===== config.mk =====
export PLATFORM = sky130hd
export DESIGN_NAME = sd_spi_host_sequencer_top
export DESIGN_NICKNAME = d
export VERILOG_FILES = /design/src/rtl/core/sdspi_pkg.sv /design/src/rtl/core/sdspi_cfg.sv /design/src/rtl/core/sd_spi_host_sequencer_top.sv
export SDC_FILE = /design/constraint.sdc
export NUM_CORES = 1
export LEC_CHECK = 0
export BUFFER_PORTS_ARGS = -buffer_cell sky130_fd_sc_hd__buf_2
export CAP_MARGIN = 30
export CORE_MARGIN = 2
export CORE_UTILIZATION = 50
export DETAILED_ROUTE_END_ITERATION = 10
export GPL_TIMING_DRIVEN = 0
export PLACE_DENSITY = 0.66
export SLEW_MARGIN = 20
export SYNTH_ARGS = -nofsm -noshare
export SYNTH_HDL_FRONTEND = slang
export SYNTH_SLANG_ARGS = --single-unit

===== constraint.sdc =====
create_clock -name clk_i -period 7.59 [get_ports clk_i]
set_input_delay 1.518 -clock clk_i [delete_from_list [all_inputs] [get_ports clk_i]]
set_output_delay 1.518 -clock clk_i [all_outputs]
set_load 0.005 [all_outputs]

===== src/rtl/core/sdspi_pkg.sv =====
package sdspi_pkg;

  localparam int unsigned MaxBlockBytes = 4096;

  typedef enum logic [1:0] {
    CMD_INIT  = 2'd0,
    CMD_READ  = 2'd1,
    CMD_WRITE = 2'd2,
    CMD_XFER  = 2'd3
  } cmd_e;

  typedef enum logic [4:0] {
    P_IDLE, P_DUMMY, P_CMD0, P_CMD8, P_OCR1, P_CMD55, P_ACMD41, P_OCR2,
    P_CMD16, P_RD_CMD, P_RD_TOKEN, P_RD_DATA, P_RD_CRC, P_RD_END,
    P_WR_CMD, P_WR_TOKEN, P_WR_DATA, P_WR_CRC, P_WR_ACK, P_WR_BUSY,
    P_WR_END, P_CMD13
  } phase_e;

  typedef enum logic [1:0] {
    S_FRAME, S_POLL, S_TAIL, S_END
  } sub_e;

  typedef enum logic [3:0] {
    E_NONE, E_CMD0, E_CMD8_CRC, E_CMD8_CHECK, E_OCR, E_CMD55, E_ACMD41,
    E_CMD16, E_READ_R1, E_TOKEN, E_WR_ACK, E_WR_STATUS
  } err_e;

  localparam logic [1:0] StBusy = 2'd0;
  localparam logic [1:0] StOk   = 2'd1;
  localparam logic [1:0] StFail = 2'd2;

  localparam logic [2:0] RegBlockBytes = 3'd0;
  localparam logic [2:0] RegRespPoll   = 3'd1;
  localparam logic [2:0] RegCmdRetry   = 3'd2;
  localparam logic [2:0] RegInitRetry  = 3'd3;
  localparam logic [2:0] RegTokenWait  = 3'd4;
  localparam logic [2:0] RegWrAck      = 3'd5;
  localparam logic [2:0] RegBusyWait   = 3'd6;

  typedef struct packed {
    logic [1:0]  cmd;
    logic [31:0] block_addr;
    logic [7:0]  rx_byte;
    logic [7:0]  wr_data;
  } req_t;

  typedef struct packed {
    logic       tx_valid;
    logic [7:0] tx_byte;
    logic       chip_select;
    logic       rd_valid;
    logic [7:0] rd_data;
    logic       wr_take;
    logic [1:0] status;
    logic [3:0] error_kind;
    logic       standard_capacity;
  } rsp_t;

  typedef struct packed {
    logic [12:0] block_bytes;
    logic [7:0]  response_poll_limit;
    logic [7:0]  command_retry_limit;
    logic [11:0] init_retry_limit;
    logic [23:0] token_wait_limit;
    logic [11:0] write_ack_limit;
    logic [23:0] busy_wait_limit;
  } cfg_t;

  function automatic logic [5:0] cmd_code(phase_e p);
    unique case (p)
      P_CMD8:          return 6'd8;
      P_OCR1, P_OCR2:  return 6'd58;
      P_CMD55:         return 6'd55;
      P_ACMD41:        return 6'd41;
      P_CMD16:         return 6'd16;
      P_RD_CMD:        return 6'd17;
      P_WR_CMD:        return 6'd24;
      P_CMD13:         return 6'd13;
      default:         return 6'd0;
    endcase
  endfunction

  function automatic logic [2:0] tail_len(phase_e p);
    if (p == P_CMD8 || p == P_OCR1 || p == P_OCR2) return 3'd4;
    if (p == P_CMD13) return 3'd1;
    return 3'd0;
  endfunction

endpackage


===== src/rtl/core/sdspi_cfg.sv =====
module sdspi_cfg #(
  parameter int unsigned MaxBlockBytes = sdspi_pkg::MaxBlockBytes
) (
  input  logic               clk_i,
  input  logic               rst_ni,
  input  logic               cfg_valid_i,
  output logic               cfg_ready_o,
  input  logic [2:0]         cfg_index_i,
  input  logic [23:0]        cfg_data_i,
  output sdspi_pkg::cfg_t    cfg_o,
  output logic [12:0]        blen_o
);
  sdspi_pkg::cfg_t cfg_q;
  logic [12:0]     bb;

  assign cfg_ready_o = 1'b1;

  always_ff @(posedge clk_i or negedge rst_ni) begin
    if (!rst_ni) begin
      cfg_q.block_bytes         <= 13'd512;
      cfg_q.response_poll_limit <= 8'd255;
      cfg_q.command_retry_limit <= 8'd254;
      cfg_q.init_retry_limit    <= 12'd4094;
      cfg_q.token_wait_limit    <= 24'd16777214;
      cfg_q.write_ack_limit     <= 12'd4094;
      cfg_q.busy_wait_limit     <= 24'd16777214;
    end else if (cfg_valid_i) begin
      // zero limits act as one
      unique case (cfg_index_i)
        sdspi_pkg::RegBlockBytes: cfg_q.block_bytes <= cfg_data_i[12:0];
        sdspi_pkg::RegRespPoll:
          cfg_q.response_poll_limit <= (cfg_data_i[7:0] == '0) ? 8'd1 : cfg_data_i[7:0];
        sdspi_pkg::RegCmdRetry:
          cfg_q.command_retry_limit <= (cfg_data_i[7:0] == '0) ? 8'd1 : cfg_data_i[7:0];
        sdspi_pkg::RegInitRetry:
          cfg_q.init_retry_limit <= (cfg_data_i[11:0] == '0) ? 12'd1 : cfg_data_i[11:0];
        sdspi_pkg::RegTokenWait:
          cfg_q.token_wait_limit <= (cfg_data_i == '0) ? 24'd1 : cfg_data_i;
        sdspi_pkg::RegWrAck:
          cfg_q.write_ack_limit <= (cfg_data_i[11:0] == '0) ? 12'd1 : cfg_data_i[11:0];
        sdspi_pkg::RegBusyWait:
          cfg_q.busy_wait_limit <= (cfg_data_i == '0) ? 24'd1 : cfg_data_i;
        default: ;
      endcase
    end
  end

  // clamp block length into 1..MaxBlockBytes
  always_comb begin
    bb = cfg_q.block_bytes;
    if (bb == '0) blen_o = 13'd1;
    else if (bb > 13'(MaxBlockBytes)) blen_o = 13'(MaxBlockBytes);
    else blen_o = bb;
  end

  assign cfg_o = cfg_q;
endmodule


===== src/rtl/core/sd_spi_host_sequencer_top.sv =====
// An accepted request's response is registered and shown in the cycle after it.
// Throughput: one request per cycle while the output drains; each request is
// one SPI byte exchange, so the link sets the sustained rate.
// A full output register takes a new request only in a cycle in which it
// drains; while the consumer stalls, hold off the input.
// Reset (async, active low): phase idle, counters zero, config to defaults.
module sd_spi_host_sequencer_top #(
  parameter int unsigned MaxBlockBytes = sdspi_pkg::MaxBlockBytes
) (
  input  logic            clk_i,
  input  logic            rst_ni,
  input  logic            in_valid_i,
  output logic            in_ready_o,
  input  sdspi_pkg::req_t in_data_i,
  output logic            out_valid_o,
  input  logic            out_ready_i,
  output sdspi_pkg::rsp_t out_data_o,
  input  logic            cfg_valid_i,
  output logic            cfg_ready_o,
  input  logic [2:0]      cfg_index_i,
  input  logic [23:0]     cfg_data_i
);
  sdspi_pkg::cfg_t   cfg;
  logic [12:0]       blen;

  sdspi_cfg #(.MaxBlockBytes(MaxBlockBytes)) u_cfg (
    .clk_i, .rst_ni, .cfg_valid_i, .cfg_ready_o, .cfg_index_i, .cfg_data_i,
    .cfg_o(cfg), .blen_o(blen)
  );

  // sequencer state
  sdspi_pkg::phase_e phase_q, phase_d;
  sdspi_pkg::sub_e   sub_q, sub_d;
  logic [3:0]  frame_pos_q, frame_pos_d;
  logic [12:0] data_count_q, data_count_d;
  logic [23:0] poll_count_q, poll_count_d;
  logic [11:0] retry_count_q, retry_count_d;
  logic [7:0]  last_r1_q, last_r1_d;
  logic [31:0] resp_tail_q, resp_tail_d;
  logic        is_std_q, is_std_d;
  logic [31:0] arg_q, arg_d;
  logic [7:0]  hold_tx_q, hold_tx_d;
  logic        hold_cs_q, hold_cs_d;
  logic [1:0]  done_st_q, done_st_d;
  logic [3:0]  done_err_q, done_err_d;

  sdspi_pkg::rsp_t rsp_d, rsp_q;
  logic            out_valid_q;
  logic            accept;

  // Output register: take a new request whenever it is empty or draining.
  assign in_ready_o  = !out_valid_q || out_ready_i;
  assign accept      = in_valid_i && in_ready_o;
  assign out_valid_o = out_valid_q;
  assign out_data_o  = rsp_q;

  // Next-state and response logic for one byte step.
  always_comb begin
    logic [7:0]  rx;
    logic [23:0] pc1;
    logic [11:0] rc1;
    logic [3:0]  fp1;
    logic [12:0] dc1;
    logic        r1_done;
    logic [7:0]  r1v;
    logic [7:0]  b0, b1, b2, b3;
    logic [31:0] tail_n;
    logic        cmd_done;

    phase_d = phase_q; sub_d = sub_q; frame_pos_d = frame_pos_q;
    data_count_d = data_count_q; poll_count_d = poll_count_q;
    retry_count_d = retry_count_q; last_r1_d = last_r1_q;
    resp_tail_d = resp_tail_q; is_std_d = is_std_q; arg_d = arg_q;
    hold_tx_d = hold_tx_q; hold_cs_d = hold_cs_q;
    done_st_d = done_st_q; done_err_d = done_err_q;
    rsp_d = '0;

    rx  = in_data_i.rx_byte;
    pc1 = poll_count_q + 24'd1;
    rc1 = retry_count_q + 12'd1;
    fp1 = frame_pos_q + 4'd1;
    dc1 = data_count_q + 13'd1;
    r1_done = 1'b0; r1v = last_r1_q;
    cmd_done = 1'b0;
    b0 = resp_tail_q[31:24]; b1 = resp_tail_q[23:16];
    b2 = resp_tail_q[15:8];  b3 = resp_tail_q[7:0];
    tail_n = {resp_tail_q[23:0], rx};

    if (phase_q == sdspi_pkg::P_IDLE) begin
      unique case (sdspi_pkg::cmd_e'(in_data_i.cmd))
        sdspi_pkg::CMD_INIT: begin
          phase_d = sdspi_pkg::P_DUMMY; frame_pos_d = '0; retry_count_d = '0;
          rsp_d.tx_valid = 1'b1; rsp_d.tx_byte = 8'hFF; rsp_d.chip_select = 1'b0;
        end
        sdspi_pkg::CMD_READ, sdspi_pkg::CMD_WRITE: begin
          phase_d = (in_data_i.cmd == sdspi_pkg::CMD_READ) ? sdspi_pkg::P_RD_CMD
                                                           : sdspi_pkg::P_WR_CMD;
          sub_d = sdspi_pkg::S_FRAME; frame_pos_d = '0;
          arg_d = is_std_q ? {in_data_i.block_addr[22:0], 9'd0} : in_data_i.block_addr;
          rsp_d.tx_valid = 1'b1; rsp_d.chip_select = 1'b1;
          rsp_d.tx_byte = {2'b01, sdspi_pkg::cmd_code(phase_d)};
        end
        default: begin
          rsp_d.status = done_st_q; rsp_d.error_kind = done_err_q;
        end
      endcase
    end else if (in_data_i.cmd != sdspi_pkg::CMD_XFER) begin
      // repeat the pending transfer
      rsp_d.tx_valid = 1'b1; rsp_d.tx_byte = hold_tx_q; rsp_d.chip_select = hold_cs_q;
    end else begin
      rsp_d.tx_valid = 1'b1; rsp_d.tx_byte = 8'hFF; rsp_d.chip_select = 1'b1;
      unique case (phase_q)
        sdspi_pkg::P_DUMMY: begin
          frame_pos_d = fp1;
          if (fp1 < 4'd10) rsp_d.chip_select = 1'b0;
          else begin
            retry_count_d = '0; phase_d = sdspi_pkg::P_CMD0; sub_d = sdspi_pkg::S_FRAME;
            frame_pos_d = '0; arg_d = '0; rsp_d.tx_byte = 8'h40;
          end
        end
        sdspi_pkg::P_RD_TOKEN: begin
          poll_count_d = pc1;
          if (rx == 8'hFE) begin
            phase_d = sdspi_pkg::P_RD_DATA; data_count_d = '0;
          end else if (pc1 >= cfg.token_wait_limit) begin
            phase_d = sdspi_pkg::P_IDLE; done_st_d = sdspi_pkg::StFail;
            done_err_d = sdspi_pkg::E_TOKEN;
          end
        end
        sdspi_pkg::P_RD_DATA: begin
          rsp_d.rd_valid = 1'b1; rsp_d.rd_data = rx; data_count_d = dc1;
          if (dc1 >= blen) begin
            phase_d = sdspi_pkg::P_RD_CRC; frame_pos_d = '0;
          end
        end
        sdspi_pkg::P_RD_CRC: begin
          frame_pos_d = fp1;
          if (fp1 >= 4'd2) begin
            phase_d = sdspi_pkg::P_RD_END; rsp_d.chip_select = 1'b0;
          end
        end
        sdspi_pkg::P_RD_END: begin
          phase_d = sdspi_pkg::P_IDLE; done_st_d = sdspi_pkg::StOk;
          done_err_d = sdspi_pkg::E_NONE;
        end
        sdspi_pkg::P_WR_TOKEN: begin
          phase_d = sdspi_pkg::P_WR_DATA; data_count_d = '0;
          rsp_d.wr_take = 1'b1; rsp_d.tx_byte = in_data_i.wr_data;
        end
        sdspi_pkg::P_WR_DATA: begin
          data_count_d = dc1;
          if (dc1 < blen) begin
            rsp_d.wr_take = 1'b1; rsp_d.tx_byte = in_data_i.wr_data;
          end else begin
            phase_d = sdspi_pkg::P_WR_CRC; frame_pos_d = '0;
          end
        end
        sdspi_pkg::P_WR_CRC: begin
          frame_pos_d = fp1;
          if (fp1 >= 4'd2) begin
            phase_d = sdspi_pkg::P_WR_ACK; poll_count_d = '0;
          end
        end
        sdspi_pkg::P_WR_ACK: begin
          poll_count_d = pc1;
          if (rx[4:0] == 5'h05) begin
            phase_d = sdspi_pkg::P_WR_BUSY; poll_count_d = '0;
          end else if (pc1 >= 24'(cfg.write_ack_limit)) begin
            phase_d = sdspi_pkg::P_IDLE; done_st_d = sdspi_pkg::StFail;
            done_err_d = sdspi_pkg::E_WR_ACK;
          end
        end
        sdspi_pkg::P_WR_BUSY: begin
          poll_count_d = pc1;
          if (rx != 8'h00) begin
            phase_d = sdspi_pkg::P_WR_END; rsp_d.chip_select = 1'b0;
          end else if (pc1 >= cfg.busy_wait_limit) begin
            phase_d = sdspi_pkg::P_IDLE; done_st_d = sdspi_pkg::StFail;
            done_err_d = sdspi_pkg::E_WR_ACK;
          end
        end
        sdspi_pkg::P_WR_END: begin
          phase_d = sdspi_pkg::P_CMD13; sub_d = sdspi_pkg::S_FRAME;
          frame_pos_d = '0; arg_d = '0; rsp_d.tx_byte = 8'h4D;
        end
        default: begin
          // command phases: frame, R1 poll, tail, end byte
          unique case (sub_q)
            sdspi_pkg::S_FRAME: begin
              frame_pos_d = fp1;
              if (fp1 < 4'd6) begin
                unique case (fp1[2:0])
                  3'd1: rsp_d.tx_byte = arg_q[31:24];
                  3'd2: rsp_d.tx_byte = arg_q[23:16];
                  3'd3: rsp_d.tx_byte = arg_q[15:8];
                  3'd4: rsp_d.tx_byte = arg_q[7:0];
                  default:
                    rsp_d.tx_byte = (phase_q == sdspi_pkg::P_CMD0) ? 8'h95 :
                                    (phase_q == sdspi_pkg::P_CMD8) ? 8'h87 : 8'h00;
                endcase
              end else begin
                sub_d = sdspi_pkg::S_POLL; poll_count_d = '0;
              end
            end
            sdspi_pkg::S_POLL: begin
              poll_count_d = pc1;
              if (rx != 8'hFF) begin
                r1_done = 1'b1; r1v = rx;
              end else if (pc1 >= 24'(cfg.response_poll_limit)) begin
                r1_done = 1'b1; r1v = 8'hFF;
              end
              if (r1_done) begin
                last_r1_d = r1v;
                if (sdspi_pkg::tail_len(phase_q) != '0) begin
                  sub_d = sdspi_pkg::S_TAIL; frame_pos_d = '0; resp_tail_d = '0;
                end else if (phase_q == sdspi_pkg::P_RD_CMD ||
                             phase_q == sdspi_pkg::P_WR_CMD) begin
                  cmd_done = 1'b1;
                end else begin
                  sub_d = sdspi_pkg::S_END; rsp_d.chip_select = 1'b0;
                end
              end
            end
            sdspi_pkg::S_TAIL: begin
              resp_tail_d = tail_n; frame_pos_d = fp1;
              if (fp1 >= 4'({1'b0, sdspi_pkg::tail_len(phase_q)})) begin
                sub_d = sdspi_pkg::S_END; rsp_d.chip_select = 1'b0;
              end
            end
            default: cmd_done = 1'b1;
          endcase

          if (cmd_done) begin
            // evaluate the finished command against the latest R1 and tail
            logic        fin;
            logic [3:0]  ferr;
            logic        start;
            sdspi_pkg::phase_e np;
            logic [31:0] narg;
            logic [7:0]  r1;
            logic        rty;
            logic [11:0] rlim;
            fin = 1'b0; ferr = sdspi_pkg::E_NONE; start = 1'b0;
            np = phase_q; narg = arg_q; r1 = r1v; rty = 1'b0;
            rlim = 12'(cfg.command_retry_limit);
            unique case (phase_q)
              sdspi_pkg::P_CMD0: begin
                if (r1 == 8'h01) begin
                  start = 1'b1; np = sdspi_pkg::P_CMD8; narg = 32'h1AA;
                end else begin
                  rty = 1'b1; ferr = sdspi_pkg::E_CMD0;
                end
              end
              sdspi_pkg::P_CMD8: begin
                if (r1 == 8'h09) begin
                  fin = 1'b1; ferr = sdspi_pkg::E_CMD8_CRC;
                end else if (r1 == 8'h01 && b2[3:0] == 4'h1 && b3 == 8'hAA) begin
                  retry_count_d = '0; start = 1'b1; np = sdspi_pkg::P_OCR1; narg = '0;
                end else begin
                  fin = 1'b1; ferr = sdspi_pkg::E_CMD8_CHECK;
                end
              end
              sdspi_pkg::P_OCR1: begin
                if (r1 == 8'h01 && b1[4:0] != '0 && b2[7]) begin
                  retry_count_d = '0; start = 1'b1; np = sdspi_pkg::P_CMD55; narg = '0;
                end else begin
                  rty = 1'b1; ferr = sdspi_pkg::E_OCR;
                end
              end
              sdspi_pkg::P_CMD55: begin
                if (r1 != 8'h01) begin
                  fin = 1'b1; ferr = sdspi_pkg::E_CMD55;
                end else begin
                  start = 1'b1; np = sdspi_pkg::P_ACMD41; narg = 32'h4000_0000;
                end
              end
              sdspi_pkg::P_ACMD41: begin
                if (r1 == 8'h00) begin
                  retry_count_d = '0; start = 1'b1; np = sdspi_pkg::P_OCR2; narg = '0;
                end else begin
                  retry_count_d = rc1;
                  if (rc1 >= cfg.init_retry_limit) begin
                    fin = 1'b1; ferr = sdspi_pkg::E_ACMD41;
                  end else begin
                    start = 1'b1; np = sdspi_pkg::P_CMD55; narg = '0;
                  end
                end
              end
              sdspi_pkg::P_OCR2: begin
                if (r1 != 8'h00) begin
                  rty = 1'b1; ferr = sdspi_pkg::E_OCR;
                end else if (b0[6]) begin
                  fin = 1'b1;
                  if (blen != 13'd512) ferr = sdspi_pkg::E_CMD16;
                  else is_std_d = 1'b0;
                end else begin
                  retry_count_d = '0; start = 1'b1; np = sdspi_pkg::P_CMD16;
                  narg = {19'd0, blen};
                end
              end
              sdspi_pkg::P_CMD16: begin
                if (r1 == 8'h00) begin
                  is_std_d = 1'b1; fin = 1'b1;
                end else begin
                  rty = 1'b1; ferr = sdspi_pkg::E_CMD16;
                end
              end
              sdspi_pkg::P_RD_CMD: begin
                if (r1 != 8'h00) begin
                  fin = 1'b1; ferr = sdspi_pkg::E_READ_R1;
                end else begin
                  phase_d = sdspi_pkg::P_RD_TOKEN; poll_count_d = '0;
                end
              end
              sdspi_pkg::P_WR_CMD: begin
                if (r1 != 8'h00) begin
                  fin = 1'b1; ferr = sdspi_pkg::E_WR_STATUS;
                end else begin
                  phase_d = sdspi_pkg::P_WR_TOKEN; rsp_d.tx_byte = 8'hFE;
                end
              end
              default: begin
                fin = 1'b1;
                if (r1 != 8'h00 || b3 != 8'h00) ferr = sdspi_pkg::E_WR_STATUS;
              end
            endcase
            if (rty) begin
              retry_count_d = rc1;
              if (rc1 >= rlim) fin = 1'b1;
              else start = 1'b1;
            end
            if (fin) begin
              phase_d = sdspi_pkg::P_IDLE;
              done_st_d = (ferr != sdspi_pkg::E_NONE) ? sdspi_pkg::StFail : sdspi_pkg::StOk;
              done_err_d = ferr;
            end else if (start) begin
              phase_d = np; sub_d = sdspi_pkg::S_FRAME; frame_pos_d = '0; arg_d = narg;
              rsp_d.tx_byte = {2'b01, sdspi_pkg::cmd_code(np)};
              rsp_d.chip_select = 1'b1;
            end
          end
        end
      endcase

      // a finish drops the transfer and reports completion
      if (phase_d == sdspi_pkg::P_IDLE) begin
        rsp_d.tx_valid = 1'b0; rsp_d.tx_byte = '0; rsp_d.chip_select = 1'b0;
        rsp_d.status = done_st_d; rsp_d.error_kind = done_err_d;
        sub_d = sdspi_pkg::S_FRAME;
      end
    end

    if (phase_d == sdspi_pkg::P_IDLE) begin
      hold_tx_d = 8'hFF; hold_cs_d = 1'b0;
    end else if (rsp_d.tx_valid) begin
      hold_tx_d = rsp_d.tx_byte; hold_cs_d = rsp_d.chip_select;
    end
    rsp_d.standard_capacity = is_std_d;
  end

  always_ff @(posedge clk_i or negedge rst_ni) begin
    if (!rst_ni) begin
      phase_q <= sdspi_pkg::P_IDLE; sub_q <= sdspi_pkg::S_FRAME;
      frame_pos_q <= '0; data_count_q <= '0; poll_count_q <= '0;
      retry_count_q <= '0; last_r1_q <= 8'hFF; resp_tail_q <= '0;
      is_std_q <= 1'b0; arg_q <= '0; hold_tx_q <= 8'hFF; hold_cs_q <= 1'b0;
      done_st_q <= sdspi_pkg::StBusy; done_err_q <= sdspi_pkg::E_NONE;
      out_valid_q <= 1'b0;
    end else begin
      if (accept) begin
        phase_q <= phase_d; sub_q <= sub_d; frame_pos_q <= frame_pos_d;
        data_count_q <= data_count_d; poll_count_q <= poll_count_d;
        retry_count_q <= retry_count_d; last_r1_q <= last_r1_d;
        resp_tail_q <= resp_tail_d; is_std_q <= is_std_d; arg_q <= arg_d;
        hold_tx_q <= hold_tx_d; hold_cs_q <= hold_cs_d;
        done_st_q <= done_st_d; done_err_q <= done_err_d;
      end
      if (accept) out_valid_q <= 1'b1;
      else if (out_ready_i) out_valid_q <= 1'b0;
    end
  end

  always_ff @(posedge clk_i) begin
    if (accept) rsp_q <= rsp_d;
  end

  // drop checks
  a_no_overrun: assert property (@(posedge clk_i) disable iff (!rst_ni)
    out_valid_o && !out_ready_i |-> !in_ready_o) else $error("overrun");
  a_idle_no_tx: assert property (@(posedge clk_i) disable iff (!rst_ni)
    $past(accept) && phase_q == sdspi_pkg::P_IDLE |-> !out_data_o.tx_valid)
    else $error("tx while idle");
  a_busy_status: assert property (@(posedge clk_i) disable iff (!rst_ni)
    out_valid_o && out_data_o.tx_valid |-> out_data_o.status == sdspi_pkg::StBusy)
    else $error("status while busy");
endmodule


---- Word level (Yosys, flattened, before mapping) ----
Memory sizes are Yosys's and may differ from the RTL's.
Cells that the tools add are included.
word-level totals
  bits in read-only memories .............. 384
  memories kept ........................... 2
  input port bits ......................... 82
  flip-flop bits (word level) ............. 276
  logic and storage cells ................. 500
memory list
  name              words  bits a word  rd ports  clocked after Yosys merged registers in  write ports  line             text
  (name not given)  32     6            1         0                                        0            sdspi_pkg.sv:70  unique case (p)
  (name not given)  32     6            1         0                                        0            sdspi_pkg.sv:70
operators by class
  $add $sub $neg .......................... 4
  order comparisons ....................... 13
  mux-type cells .......................... 298
  equal/unequal tests ..................... 75
  reductions and logical operators ........ 72
  bitwise gates (word level) .............. 5
operators with widths
  operator            number
  $mux 32             17
  $pmux 32 s6         1
  $mux 24             7
  $mux 5              33
  $mux 12             13
  $mux 8              17
  $mux 4              26
  $pmux 24 s4         1
  $pmux 32 s3         1
  $mux 1              91
  $mux 3              24
  $mux 31             2
  $pmux 31 s2         1
  $pmux 5 s11         1
  $ge 24x24->1        2
  $mux 2              24
  $pmux 12 s4         1
  $pmux 24 s2         1
  $eq 5x4->1 const B  8
  $pmux 8 s5          1
  $mux 13             3
  $pmux 13 s3         1
  $mux 9              4
  $pmux 4 s9          1
  89 further kinds    186

---- Longest topological paths before layout ----
  depth after elaboration ................. 54
  gate-level depth with buffers ........... 24
  depth with buffers taken out ............ 22

---- Hierarchy ----
A second synthesis with hierarchy kept.
second synthesis, totals
  cells, all modules ...................... 1,981
  area, all modules ....................... 18,117.4 um2
modules (own cells, without submodules)
  module                     cells each  seq. area each (um2)  times used  area an instance (um2)
  sd_spi_host_sequencer_top  1,675       4,309.1               1           13,905.8
  sdspi_cfg                  306         2,632.5               1           4,211.5

---- Worst setup path after synthesis ----
OpenSTA, ideal clock, no wires.
  kind .................................... register to register
  start ................................... reg poll_count_q[0]
  end ..................................... reg sub_q[1]
  library setup time ...................... 82 ps
  stages on the path, launching flop included .. 22
  period minus slack after synthesis ...... 5,308 ps
  arrival ................................. 5,226 ps
  slack ................................... 2,282 ps
  required time ........................... 7,508 ps
  cells stage by stage .................... dfrtp_1 ha_1 nand2_1 or4_4 or4_1 clkbuf_1 xnor2_1 ha_1 nor2b_1 o21ai_0 nand2b_1 or4_1 o22ai_1 a211oi_1 or3b_2 and3_1 nor4_2 or4b_1 nand4b_4 inv_1 or3_1 o22ai_1
between the ends
  cells in the longest elaborated chain, start to end .. 32
RTL lines
  element                                                               line                              text
  start: declaration                                                    sd_spi_host_sequencer_top.sv:36   logic [23:0] poll_count_q, poll_count_d;
  start signal: assignment                                              sd_spi_host_sequencer_top.sv:372  data_count_q <= data_count_d; poll_count_q <= poll_count_d;
  $add 24x1->24 (*)                                                     sd_spi_host_sequencer_top.sv:79   pc1 = poll_count_q + 24'd1;
  parallel branches: the longest is 31 deep, another holds $ge 24x8->1  n/a
  end signal: assignment                                                sd_spi_host_sequencer_top.sv:363  phase_q <= sdspi_pkg::P_IDLE; sub_q <= sdspi_pkg::S_FRAME;
  end signal: assignment                                                sd_spi_host_sequencer_top.sv:371  phase_q <= phase_d; sub_q <= sub_d; frame_pos_q <= frame_pos_d;
  end: declaration                                                      sd_spi_host_sequencer_top.sv:33   sdspi_pkg::sub_e sub_q, sub_d;
Every way passes the cells marked *. The select of a mux whose other input is x is not followed.
A chain may end at the register's enable or synchronous reset.

==> flow_summary.yaml <==
timing:
  hold_ws_ps: 484.1
  max_freq_mhz: 144.7
  clock-skew-final_ps: 11.76
  hold_violations: 0
  setup_viol: 0
  min_period_over_period: 0.9108
  slew_headroom: 0.3386
  fin_crit_ps: 6913
  setup_tns_ps: 0
  finalMaxSlewViolations: 0
  worst_pin_slew_ps: 979.7
  rsz0062_at_grt: "no"
worst_setup_path:
  critPathMaxStageDelay_ps: 790
  slowest_stage: "o31ai_1"
  critical_path_arrival_ps: 7380
  worst-path-max-fanout: 10
  critPathLaunchType: "flop"
  crit_family: "compound AO/OA/AOI/OAI gates"
  cp.required_ps: 8050
  crit_path_cell_trace: "nand3_1, nor2_1, xor2_1, ha_1, a211oi_1, nand2_1, a311oi_1, and4_1, nand3_1, o31ai_1, nand2_1, a22oi_2, a211oi_1, o31ai_1, nand4b_4, buf_6, o41ai_2, and2_1"
  worstSetupPathType: "flop to flop"
  end_kind: "flop"
  cp_num_buf_inv: 1
cts:
  post_cts_buffers: 0
  ctsHtreeMaxLevel: 1
  clk_pin_slew_ps: 70
  cts_root_buffer: "clkbuf_16"
  clk_path_buf_depth: 3
  cts_made_buffers: 30
  cts_tree: "built"
  clk_latency_ps: 590
  cts_hold_buf: 0
  post_cts_resized: 0
  cts_sinks: 267
drt:
  routed_wl_um: 58470
  firstDrtPassIters: 7
  vias: 16220
  vias_per_cell: 6.178
  drc: 0
  wire_per_inst_um: 22.27
  drtAntennaViolNets: 0
  drtIter0Drc: 1561
job:
  cap_violations: 0
power:
  p_leak_uw: 0.008827
  max-vdd-ir-drop_mv: 0.2304
  finalPower_uw: 6753
  pwr_density_cell_mw_per_mm2: 337.8
cells_and_area:
  fin_util: 0.5759
  final_nets: 2351
  drive_above_1_share: 0.1691
  layout.cells.most_common_list: "nand2_1 (274), o21ai_0 (177), dfrtp_1 (140)"
  antenna_cells: 0
  syn2layout_area_growth_pct: 12.73
  mostFrequentLayoutCell: "nand2_1"
yosys:
  seq_area_frac_synth: 0.3914
  syn-instance-count: 1998
  syn_area_mm2: 0.01773
  ys_types: 97
  syn_avg_cell_area_um2: 8.876
  synth_edf_count: 27
  synth_nets: 2202
  ys_warn_count: 0
  ys_ff_latch: 267
  synthArstFlopShare: 0.8989
  synth_flop_cell: "dfrtp_1"
floorplan:
  ioPinCount: 112
  die-area_mm2: 0.03699
  die_x_um: 192.3
  die_h_um: 192.3
  fp-row-count: 68
  start_util: 0.5108
  core_mm2: 0.03471
global_routing:
  grt_usage: 0.3164
  grt_antenna_before_repair: 0
  overflow: 0
  grt_pass1_vias: 15610
  grt_start_max_net_pins: 85
  grt_pass1_wl_um: 90020
placed_design:
  gp_congestion: 0.9910
  port_buffers: 110
  dp_hpwl_um: 44410
worst_hold_path:
  hold_class: "flop to flop"
run_status:
  outcome: "completed"
==> area by class of cell <==
| type | count | area [um2] |
|---|---|---|
| tap | 455 | 569.3 |
| sequential | 267 | 6942 |
| clock buffer | 48 | 929.6 |
| clock inverter | 7 | 92.59 |
| buffer | 100 | 400.4 |
| multi-input combinational | 1501 | 9912 |
| timing repair buffer | 117 | 656.9 |
| inverter | 130 | 488.0 |
| fill | 3184 | 14720 |
==> synthesized netlist by cell type (31+ instances only) <==
cell type  number  share of area
nand2b_1       31          0.011
mux2_2         67          0.043
a22o_1         31          0.015
dfrtp_1       140           0.20
o31ai_1        40          0.017
dfstp_2       100           0.15
nand3_1        56          0.016
clkbuf_1       85          0.018
nor2_1        121          0.026
nand2_1       274          0.058
o21ai_0       177          0.050
xnor2_1        31          0.015
ha_1          122          0.086
inv_1         129          0.027
a21oi_1       115          0.032
==> worst paths after layout <==
kind | slack, ps | cells past startpoint | startpoint | to
max | 680 | 18 | poll_count_q[0] | out_data_o[6]
min | 480 | 2 | arg_q[1] | arg_q[1]
max reg2reg | 680 | 18 | poll_count_q[0] | out_data_o[6]
min reg2reg | 480 | 2 | arg_q[1] | arg_q[1]
max in group asynchronous | 5380 | 3 | rst_ni | u_cfg.cfg_o[41]
min in group asynchronous | 910 | 1 | rst_ni | resp_tail_q[12]
==> kinds of logic after synthesis <==
family	share of synthesized area
AO/OA/AOI/OAI	0.2052
XOR/XNOR	0.02469
adder cells (fa/ha/maj)	0.08608
buffers and inverters	0.05002
flip-flops	0.3914
multiplexers	0.05666
other	0.0002115
AND/OR/NAND/NOR	0.1857
==> registers in the layout, summed over array words and instances, names as in the netlist, 4 cells and up <==
register       count
done_err_q         4
last_r1_q          8
u_cfg.bb          13
retry_count_q     12
hold_tx_q          8
data_count_q      13
out_data_o        27
phase_q            5
poll_count_q      24
resp_tail_q       22
arg_q             32
u_cfg.cfg_o       88
frame_pos_q        4
==> metrics by stage <==
| stage | setup WS, ps | cells | cell area [um2] |
|---|---|---|---|
| 2_1_floorplan | 2282 | 1998 | 17730 |
| 3_3_place_gp | 691.4 | 2563 | 18850 |
| 3_5_place_dp | 935.1 | 2569 | 18960 |
| 4_1_cts | 889.0 | 2624 | 19990 |
| 5_1_grt | 493.1 | 2625 | 19990 |
| 6_report | 677.3 | 2625 | 19990 |
==> power by group <==
part           internal (uW)  switching (uW)
Sequential              1870             211
Clock                    872             619
Combinational           1080            2110
==> metal layers <==
layer / track usage / part of all wire / vias up
li1: - / - / 7523
met4: 0.1145 / 0.041 / 0
met2: 0.5237 / 0.46 / 613
met3: 0.04910 / 0.063 / 147
met1: 0.4205 / 0.43 / 7935
met5: 0 / 0 / -
==> tightest hold or removal path, cell delays in order (launching register included) <==
cell	delay, ps
dfrtp_1	340
nand2_1	50
o21ai_0	60
No activity file was read; power rests on OpenSTA's default activity.
